## src/rtl/core/scancode_to_ascii_decoder_unit_assert.svh

```systemverilog
// Assertion macros for the scan-code decoder.
`ifndef SCANCODE_TO_ASCII_DECODER_UNIT_ASSERT_SVH
`define SCANCODE_TO_ASCII_DECODER_UNIT_ASSERT_SVH
`ifndef SYNTH
`define SCD_ASSERT_IMPL(label, clk, rst, prop) \
   label: assert property (@(posedge clk) disable iff (rst) prop) else $error("%m: check failed");
`define SCD_ASSERT_NORST(label, clk, prop) \
   label: assert property (@(posedge clk) prop) else $error("%m: check failed");
`else
`define SCD_ASSERT_IMPL(label, clk, rst, prop)
`define SCD_ASSERT_NORST(label, clk, prop)
`endif
`endif

```

## src/rtl/core/scd_pkg.sv

```systemverilog
package scd_pkg;

   localparam int unsigned KEYCODE_TABLE_DEPTH = 128;

   typedef logic [3:0] kind_type;
   localparam kind_type KIND_LATIN   = 4'd0;
   localparam kind_type KIND_SPECIAL = 4'd2;
   localparam kind_type KIND_KEYPAD  = 4'd3;
   localparam kind_type KIND_MOD     = 4'd7;
   localparam kind_type KIND_LETTER  = 4'd11;

   localparam logic [15:0] ENTRY_HOLE = 16'hf200;
   localparam logic [7:0]  CHAR_NEWLINE = 8'd10;
   localparam logic [7:0]  CHAR_BACKSPACE = 8'd8;
   localparam logic [7:0]  CHAR_DELETE = 8'h7f;
   localparam logic [7:0]  ALT_BIT = 8'h80;
   localparam logic [7:0]  CASE_OFFSET = 8'h20;
   localparam logic [7:0]  SPECIAL_ENTER = 8'd1;
   localparam logic [7:0]  SPECIAL_CAPS = 8'd7;
   localparam logic [7:0]  KEYPAD_ENTER = 8'd14;

   typedef struct packed {
      logic shift_held;
      logic ctrl_held;
      logic alt_held;
      logic caps_lock_on;
      logic awaiting_enter_release;
   } flags_type;

   function automatic logic [15:0] map_plain(input logic [6:0] k);
      logic [15:0] t [KEYCODE_TABLE_DEPTH];
      t = '{
         16'hf200,16'hf01b,16'hf031,16'hf032,16'hf033,16'hf034,16'hf035,16'hf036,
         16'hf037,16'hf038,16'hf039,16'hf030,16'hf02d,16'hf03d,16'hf07f,16'hf009,
         16'hfb71,16'hfb77,16'hfb65,16'hfb72,16'hfb74,16'hfb79,16'hfb75,16'hfb69,
         16'hfb6f,16'hfb70,16'hf05b,16'hf05d,16'hf201,16'hf702,16'hfb61,16'hfb73,
         16'hfb64,16'hfb66,16'hfb67,16'hfb68,16'hfb6a,16'hfb6b,16'hfb6c,16'hf03b,
         16'hf027,16'hf060,16'hf700,16'hf05c,16'hfb7a,16'hfb78,16'hfb63,16'hfb76,
         16'hfb62,16'hfb6e,16'hfb6d,16'hf02c,16'hf02e,16'hf02f,16'hf700,16'hf30c,
         16'hf703,16'hf020,16'hf207,16'hf100,16'hf101,16'hf102,16'hf103,16'hf104,
         16'hf105,16'hf106,16'hf107,16'hf108,16'hf109,16'hf208,16'hf209,16'hf307,
         16'hf308,16'hf309,16'hf30b,16'hf304,16'hf305,16'hf306,16'hf30a,16'hf301,
         16'hf302,16'hf303,16'hf300,16'hf310,16'hf206,16'hf200,16'hf03c,16'hf10a,
         16'hf10b,16'hf200,16'hf200,16'hf200,16'hf200,16'hf200,16'hf200,16'hf200,
         16'hf30e,16'hf702,16'hf30d,16'hf01c,16'hf701,16'hf205,16'hf114,16'hf603,
         16'hf118,16'hf601,16'hf602,16'hf117,16'hf600,16'hf119,16'hf115,16'hf116,
         16'hf11a,16'hf10c,16'hf10d,16'hf11b,16'hf11c,16'hf110,16'hf311,16'hf11d,
         16'hf200,16'hf200,16'hf200,16'hf200,16'hf200,16'hf200,16'hf200,16'hf200};
      return t[k];
   endfunction

   function automatic logic [15:0] map_shift(input logic [6:0] k);
      logic [15:0] t [KEYCODE_TABLE_DEPTH];
      t = '{
         16'hf200,16'hf01b,16'hf021,16'hf040,16'hf023,16'hf024,16'hf025,16'hf05e,
         16'hf026,16'hf02a,16'hf028,16'hf029,16'hf05f,16'hf02b,16'hf07f,16'hf009,
         16'hfb51,16'hfb57,16'hfb45,16'hfb52,16'hfb54,16'hfb59,16'hfb55,16'hfb49,
         16'hfb4f,16'hfb50,16'hf07b,16'hf07d,16'hf201,16'hf702,16'hfb41,16'hfb53,
         16'hfb44,16'hfb46,16'hfb47,16'hfb48,16'hfb4a,16'hfb4b,16'hfb4c,16'hf03a,
         16'hf022,16'hf07e,16'hf700,16'hf07c,16'hfb5a,16'hfb58,16'hfb43,16'hfb56,
         16'hfb42,16'hfb4e,16'hfb4d,16'hf03c,16'hf03e,16'hf03f,16'hf700,16'hf30c,
         16'hf703,16'hf020,16'hf207,16'hf10a,16'hf10b,16'hf10c,16'hf10d,16'hf10e,
         16'hf10f,16'hf110,16'hf111,16'hf112,16'hf113,16'hf213,16'hf203,16'hf307,
         16'hf308,16'hf309,16'hf30b,16'hf304,16'hf305,16'hf306,16'hf30a,16'hf301,
         16'hf302,16'hf303,16'hf300,16'hf310,16'hf206,16'hf200,16'hf03e,16'hf10a,
         16'hf10b,16'hf200,16'hf200,16'hf200,16'hf200,16'hf200,16'hf200,16'hf200,
         16'hf30e,16'hf702,16'hf30d,16'hf200,16'hf701,16'hf205,16'hf114,16'hf603,
         16'hf20b,16'hf601,16'hf602,16'hf117,16'hf600,16'hf20a,16'hf115,16'hf116,
         16'hf11a,16'hf10c,16'hf10d,16'hf11b,16'hf11c,16'hf110,16'hf311,16'hf11d,
         16'hf200,16'hf200,16'hf200,16'hf200,16'hf200,16'hf200,16'hf200,16'hf200};
      return t[k];
   endfunction

   function automatic logic [15:0] map_ctrl(input logic [6:0] k);
      logic [15:0] t [KEYCODE_TABLE_DEPTH];
      t = '{
         16'hf200,16'hf200,16'hf200,16'hf000,16'hf01b,16'hf01c,16'hf01d,16'hf01e,
         16'hf01f,16'hf07f,16'hf200,16'hf200,16'hf01f,16'hf200,16'hf008,16'hf200,
         16'hf011,16'hf017,16'hf005,16'hf012,16'hf014,16'hf019,16'hf015,16'hf009,
         16'hf00f,16'hf010,16'hf01b,16'hf01d,16'hf201,16'hf702,16'hf001,16'hf013,
         16'hf004,16'hf006,16'hf007,16'hf008,16'hf00a,16'hf00b,16'hf00c,16'hf200,
         16'hf007,16'hf000,16'hf700,16'hf01c,16'hf01a,16'hf018,16'hf003,16'hf016,
         16'hf002,16'hf00e,16'hf00d,16'hf200,16'hf20e,16'hf07f,16'hf700,16'hf30c,
         16'hf703,16'hf000,16'hf207,16'hf100,16'hf101,16'hf102,16'hf103,16'hf104,
         16'hf105,16'hf106,16'hf107,16'hf108,16'hf109,16'hf208,16'hf204,16'hf307,
         16'hf308,16'hf309,16'hf30b,16'hf304,16'hf305,16'hf306,16'hf30a,16'hf301,
         16'hf302,16'hf303,16'hf300,16'hf310,16'hf206,16'hf200,16'hf200,16'hf10a,
         16'hf10b,16'hf200,16'hf200,16'hf200,16'hf200,16'hf200,16'hf200,16'hf200,
         16'hf30e,16'hf702,16'hf30d,16'hf01c,16'hf701,16'hf205,16'hf114,16'hf603,
         16'hf118,16'hf601,16'hf602,16'hf117,16'hf600,16'hf119,16'hf115,16'hf116,
         16'hf11a,16'hf10c,16'hf10d,16'hf11b,16'hf11c,16'hf110,16'hf311,16'hf11d,
         16'hf200,16'hf200,16'hf200,16'hf200,16'hf200,16'hf200,16'hf200,16'hf200};
      return t[k];
   endfunction

endpackage

```

## src/rtl/core/scd_decode.sv

```systemverilog
// Combinational decode of one scan byte against the current key flags.
module scd_decode (
   input  logic [7:0]         scan_byte,
   input  scd_pkg::flags_type flags,
   output scd_pkg::flags_type flags_next,
   output logic               emit,
   output logic [7:0]         char_code
);
   logic                released;
   logic [6:0]          key;
   logic [15:0]         entry;
   scd_pkg::kind_type   kind;
   logic [7:0]          v;
   logic [7:0]          latin_v;

   assign released = scan_byte[7];
   assign key      = scan_byte[6:0];

   always_comb begin
      priority if (flags.shift_held) begin
         entry = scd_pkg::map_shift(key);
      end else if (flags.ctrl_held) begin
         entry = scd_pkg::map_ctrl(key);
      end else begin
         entry = scd_pkg::map_plain(key);
      end
   end

   assign kind    = entry[11:8];
   assign v       = entry[7:0];
   assign latin_v = flags.alt_held ? (v | scd_pkg::ALT_BIT) : v;

   always_comb begin
      flags_next = flags;
      emit       = 1'b0;
      char_code  = v;
      if (flags.awaiting_enter_release) begin
         if (released) begin
            flags_next.awaiting_enter_release = 1'b0;
            emit      = 1'b1;
            char_code = scd_pkg::CHAR_NEWLINE;
         end
      end else if (kind == scd_pkg::KIND_MOD) begin
         if (v == 8'd0 || v == 8'd4 || v == 8'd5) begin
            flags_next.shift_held = ~released;
         end else if (v == 8'd1 || v == 8'd3) begin
            flags_next.alt_held = ~released;
         end else if (v == 8'd2 || v == 8'd6 || v == 8'd7) begin
            flags_next.ctrl_held = ~released;
         end
      end else if (!released) begin
         unique case (kind)
            scd_pkg::KIND_LATIN: begin
               emit      = 1'b1;
               char_code = (latin_v == scd_pkg::CHAR_DELETE) ? scd_pkg::CHAR_BACKSPACE
                                                             : latin_v;
            end
            scd_pkg::KIND_LETTER: begin
               emit = 1'b1;
               if (flags.caps_lock_on && v >= 8'h61 && v <= 8'h7a) begin
                  char_code = v - scd_pkg::CASE_OFFSET;
               end
            end
            scd_pkg::KIND_SPECIAL: begin
               if (v == scd_pkg::SPECIAL_CAPS) begin
                  flags_next.caps_lock_on = ~flags.caps_lock_on;
               end else if (v == scd_pkg::SPECIAL_ENTER) begin
                  flags_next.awaiting_enter_release = 1'b1;
               end
            end
            scd_pkg::KIND_KEYPAD: begin
               if (v < 8'd10) begin
                  emit      = 1'b1;
                  char_code = 8'h30 + v;
               end else if (v == scd_pkg::KEYPAD_ENTER) begin
                  flags_next.awaiting_enter_release = 1'b1;
               end
            end
            default: begin
               emit = 1'b0;
            end
         endcase
      end
   end
endmodule

```

## src/rtl/core/scancode_to_ascii_decoder_unit.sv

```systemverilog
// Scan-code set 1 to character decoder.
// Input channel req_: one raw scan byte per word (bit 7 = key release,
// bits 6..0 = keycode). Result channel rsp_: one character per word;
// newline is 10, backspace is 8. A byte yields at most one character:
// modifier, caps-lock and most release bytes yield none.
// A character appears on rsp_ in the cycle after its byte is taken.
// Throughput: one byte per cycle while no held result is stalled on rsp_;
// the single decode pass (map lookup plus flag update) sits between the
// byte handshake and the result register. The keycode is 7 bits wide and
// the maps are 128 entries deep, so every keycode has an entry.
// Enter and keypad enter produce their newline on the next release byte.
// Reset clears the shift, ctrl, alt, caps-lock and enter-wait flags and
// empties the result register.
// Stall: while the result register holds a word that is not taken, hold
// the word and drop req_ready, whatever the next byte would produce; a
// new byte is taken in the same cycle as the held word leaves.
`include "scancode_to_ascii_decoder_unit_assert.svh"
module scancode_to_ascii_decoder_unit (
   input  logic       clock,
   input  logic       reset,
   input  logic       req_valid,
   output logic       req_ready,
   input  logic [7:0] req_scan_byte,
   output logic       rsp_valid,
   input  logic       rsp_ready,
   output logic [7:0] rsp_char_code
);
   scd_pkg::flags_type flags_ff, flags_in, dec_flags;
   logic               dec_emit;
   logic [7:0]         dec_char;
   logic               valid_ff, valid_in;
   logic [7:0]         char_ff, char_in;
   logic               take;

   scd_decode u_decode (
      .scan_byte  (req_scan_byte),
      .flags      (flags_ff),
      .flags_next (dec_flags),
      .emit       (dec_emit),
      .char_code  (dec_char)
   );

   // Free slot when empty or draining this cycle.
   assign req_ready = !valid_ff || rsp_ready;
   assign take      = req_valid && req_ready;

   always_comb begin
      flags_in = flags_ff;
      valid_in = valid_ff && !rsp_ready;
      char_in  = char_ff;
      if (take) begin
         flags_in = dec_flags;
         if (dec_emit) begin
            valid_in = 1'b1;
            char_in  = dec_char;
         end
      end
   end

   always_ff @(posedge clock) begin
      if (reset) begin
         flags_ff <= '0;
         valid_ff <= 1'b0;
      end else begin
         flags_ff <= flags_in;
         valid_ff <= valid_in;
      end
      char_ff <= char_in;
   end

   assign rsp_valid     = valid_ff;
   assign rsp_char_code = char_ff;

   `SCD_ASSERT_IMPL(a_hold_when_stalled, clock, reset, (rsp_valid && !rsp_ready) |=> rsp_valid)
   `SCD_ASSERT_IMPL(a_newline_after_wait, clock, reset, (take && flags_ff.awaiting_enter_release && req_scan_byte[7]) |=> (rsp_valid && rsp_char_code == scd_pkg::CHAR_NEWLINE && !flags_ff.awaiting_enter_release))
   `SCD_ASSERT_IMPL(a_no_ready_when_full, clock, reset, (valid_ff && !rsp_ready) |-> !req_ready)
   `SCD_ASSERT_NORST(a_reset_clears, clock, reset |=> (!rsp_valid && flags_ff == '0))
endmodule

```

## config.mk

```make
export PLATFORM = sky130hd
export DESIGN_NAME = scancode_to_ascii_decoder_unit
export DESIGN_NICKNAME = d
export VERILOG_FILES = /design/src/rtl/core/scd_pkg.sv /design/src/rtl/core/scd_decode.sv /design/src/rtl/core/scancode_to_ascii_decoder_unit.sv
export VERILOG_INCLUDE_DIRS = /design/src /design/src/rtl/core
export SDC_FILE = /design/constraint.sdc
export NUM_CORES = 1
export LEC_CHECK = 0
export ABC_CLOCK_PERIOD_IN_PS = 5570
export BUFFER_PORTS_ARGS = -buffer_cell sky130_fd_sc_hd__buf_2
export CAP_MARGIN = 20
export CORE_MARGIN = 1
export CORE_UTILIZATION = 30
export DETAILED_ROUTE_END_ITERATION = 7
export PLACE_DENSITY_LB_ADDON = 0.2
export SYNTH_ARGS = -nofsm -noshare
export SYNTH_HDL_FRONTEND = slang
export SYNTH_SLANG_ARGS = --single-unit
```

## constraint.sdc

```tcl
create_clock -name clock -period 5.57 [get_ports clock]
set_input_delay 1.3925 -clock clock [delete_from_list [all_inputs] [get_ports clock]]
set_output_delay 1.3925 -clock clock [all_outputs]
set_load 0.05 [all_outputs]
```

==> impl_results.md <==
- Highest fanout seen on the critical path: 17
- Tightest Hold Check Type: flop to flop
- Overall power of the completed layout: about 0.67 mW
- Static leakage power: approximately 1.8 nW
- Initial Utilization: 0.311
- Setup total negative slack: 0 ns
- Post-layout instance count excluding filler cells: 824
- Wire length reported by the detailed router: between 20000 and 25000 um
- Clock tree from TritonCTS: built
- Clk root buf: clkbuf_16
- Height of the chip: around 120 um
- Initial antenna violation count: 0
- Router iterations before antenna repair: 6
- GR Util All Layers: 0.287
- Capturing element type of the critical path: flop
- Transition time of the tightest slew-check pin: 0.880 ns
- Clock-pin slew on the worst setup and hold paths: roughly 0.050 ns
- Arrival time of the worst setup path: 5.32 ns
- Number of buffers inserted during clock tree synthesis: 3
- WS Path Type: input port to flop
- Finished Core Util: 0.345
- Unique masters post-synth: 95
- Number of pins with negative max-slew slack in the final report: 0
- Filler cell count: between 1500 and 2000
- Setup violation total in the final timing report: 0
- Synthesized netlist net count: 670
- Final Instance Area: roughly 4800 sq um
- Number of buffers inserted by post-CTS setup repair: 0
- Async S/R FF share, synth: 0
- Kind of start point of the critical path: input port
- Period Utilization, post-route: 0.955
- Power share of the clock group: 0.228
- Worst ir drop on vdd: ~0.083 mV
- Dominant register cell in the synthesized netlist: edfxtp_1
- Cell at the slowest stage of the critical path: a2111oi_0
- Clock sinks: 14
- Yosys synthesis warning count: 0
- Minimum clock period after layout: 5.32 ns
- Internal power contribution: ~0.36 mW
- Synthesized netlist cell count: approximately 630
- Register area share after synthesis: 0.0824
- Run status: finished, final reports clean
- DRC violations left: 0
- Weighted congestion reported at the end of routability-driven placement: 1.02
- Via-to-Cell Ratio: ~6.7
- Final Net Count: 688
- RSZ-0062 raised after global routing: false
- Count of port buffers added during placement: 21
- Switching power as a share of total power: 0.466
- Number of global-route vias before repair: about 5300
- Number of synthesized register bits: 14
- Combinational Power Share: 0.602
- Count of standard-cell rows: 43
- Post-DRT Antenna Nets: 0
- Area of the core region: 14000 sq um
- HPWL after DPL: 15900 um
- Normalized max-slew margin: 0.411
- Total of cells resized after clock tree synthesis: 0
- Number of H-tree levels: 1
- Fraction of layout instances using a drive strength above 1: 0.174
- First-iteration detailed-routing DRC count: 740
- Pin count of the biggest net entering global routing: 80
- Number of buffers inserted for hold repair after clock tree synthesis: 0
- Global-route wire length before repair: 32300 um
- Final Hold Viols: 0
- Setup clock skew after layout: between 0.001 and 0.0015 ns
- Maximum capacitance violations: 0
- Sequential Power Share: 0.170
- Clk Latency, worst-skew pair: 0.25 ns
- Average size of a mapped cell: between 6 and 7 sq um
- Switch Pwr: about 0.31 mW
- Routed len/inst: 25.9 um
- Power Dens Cells: ~140 nW/um^2
- Cell chain of the critical path: buf_2, buf_4, ha_1, mux2i_1, o21ai_1, a21oi_1, a2111oi_0, o32ai_2, buf_4, inv_1, ha_1, o21ai_0, or2_2, a31o_1, nor2_1, o211ai_1, a32o_1
- Num ports: 22
- Maximum clock frequency: around 190 MHz
- Data required, critical path: ~5.6 ns
- Die Width: 123 um
- Residual overflow from global routing: 0
- Antenna Cells: 0
- Die outline area: ~15000 sq um
- Vias: roughly 5500
- Number of enable flip-flop cells after synthesis: 8
- Area of combinational cells with multiple inputs: around 3600 sq um
- Sequential cell area: about 360 sq um
- Synth Cell Area: roughly 4400 sq um
- Biggest cell delay along the critical path: 0.66 ns
- Cell total after placement: 820
- Area added between synthesis and finish: 10.8%
- Area after detailed placement: 4760 sq um
- Clock tree buffer depth: 2
==> cell usage after synthesis (5+ instances only) <==
library cell  count  area share
buf_4             5      0.0086
a211oi_1          8       0.014
a221oi_1          5       0.010
a21oi_1          56       0.064
and2_1            8       0.011
dfxtp_1           6       0.027
or3_1             5      0.0072
o2111ai_1         5       0.010
nor3b_1           5      0.0086
mux2i_1          11       0.025
nand2_1          57       0.049
nor4_1            5      0.0072
nand4_1           7       0.010
a31oi_1          15       0.021
nand3_1          15       0.017
o21ai_0          39       0.045
edfxtp_1          8       0.055
inv_1            15       0.013
buf_2            24       0.027
ha_1             31       0.089
clkbuf_1         16       0.014
or2_2             5      0.0072
o21ai_1           5      0.0057
a311oi_1          7       0.014
nor3_1           16       0.018
nor2_1           61       0.052
buf_6            10       0.026
and3_1            5      0.0072
nand2b_1         23       0.033
nor2b_1          23       0.033
a21o_1            7       0.012
o211ai_1          8       0.014
==> worst max-delay path, delay by kind of cell <==
kind,cells,cell delay (ns)
adders and majority gates,2,0.63
buffers and inverters,4,0.80
and+or+nand+nor,2,0.44
AOI/OAI and AO/OA,8,1.80
muxes,1,0.25
==> final cells by class <==
type	instances	area share
multi-input cells	539	0.745
repair buffers	70	0.103
flip-flops and latches	14	0.0744
well taps	180	0.0465
clock buffers	4	0.0183
inverters	17	0.0132
==> power groups by stage <==
| stage | logic (mW) | registers [mW] | clock network, mW |
|---|---|---|---|
| floorplan | 0.253 | 0.123 | 0 |
| detailed placement | 0.388 | 0.116 | 0 |
| global route | 0.428 | 0.114 | 0.158 |
| global placement | 0.398 | 0.116 | 0 |
| CTS | 0.389 | 0.114 | 0.153 |
| finish | 0.404 | 0.114 | 0.153 |
==> state kept, by name, indices dropped and copies added (netlist names) <==
register	cells
flags_ff	5
rsp_char_code	8
rsp_valid	1
==> layout by cell type, fill, tap and decap left out, drive strengths merged, types with 5 or more instances in the layout <==
cell     instances
and2             8
ha              31
nand4            7
nor2            64
nand2           57
nor3b            6
dfxtp            6
a221oi           6
mux2i           11
a21o             7
o311ai           8
inv             17
or3              7
o211ai           9
nand3           16
or2              8
nand2b          23
a31oi           16
nor3            20
a21oi           56
nor4             6
and3             5
o2111ai          5
edfxtp           8
buf             70
a311oi           7
nor2b           23
a211oi          11
o21ai           44
==> stage by stage <==
step / setup slack, ns / hold slack, ns
finish: 0.252 / 0.578
global route: 0.0809 / 0.617
CTS: 0.414 / 0.573
detailed placement: 0.178 / 0.562
global placement: 0.0858 / 0.545
floorplan: 0.244 / 0.473
==> path summary, 6_finish.rpt <==
check | from | end | slack, ns | depth (start not counted)
worst min register to register | rsp_valid | rsp_valid | 0.58 | 2
worst min-delay path | rsp_valid | rsp_valid | 0.58 | 2
worst max register to register | flags_ff[4] | rsp_char_code[6] | 1.90 | 9
worst max-delay path | req_scan_byte[1] | rsp_char_code[6] | 0.25 | 17
==> logic make-up (layout without fill, tap and decap cells) <==
| kind of cell | count (synthesis) | count (layout) | share of synthesized area |
|---|---|---|---|
| compound gates | 230 | 230 | 0.380 |
| xor+xnor | 1 | 1 | 0.00200 |
| fa+ha+maj | 32 | 32 | 0.0910 |
| buf+inv | 74 | 91 | 0.0919 |
| flops | 14 | 14 | 0.0824 |
| mux | 12 | 12 | 0.0278 |
| simple gates | 264 | 264 | 0.325 |
==> per-layer routing <==
metal  vias up  global-route usage  share of wire
li1       2401                   -              -
met1      2588               0.352           0.39
met2       395               0.450           0.44
met3       105              0.0655           0.10
met4         0               0.183          0.072
met5         -                   0              0
No activity file was read; power rests on OpenSTA's default activity.
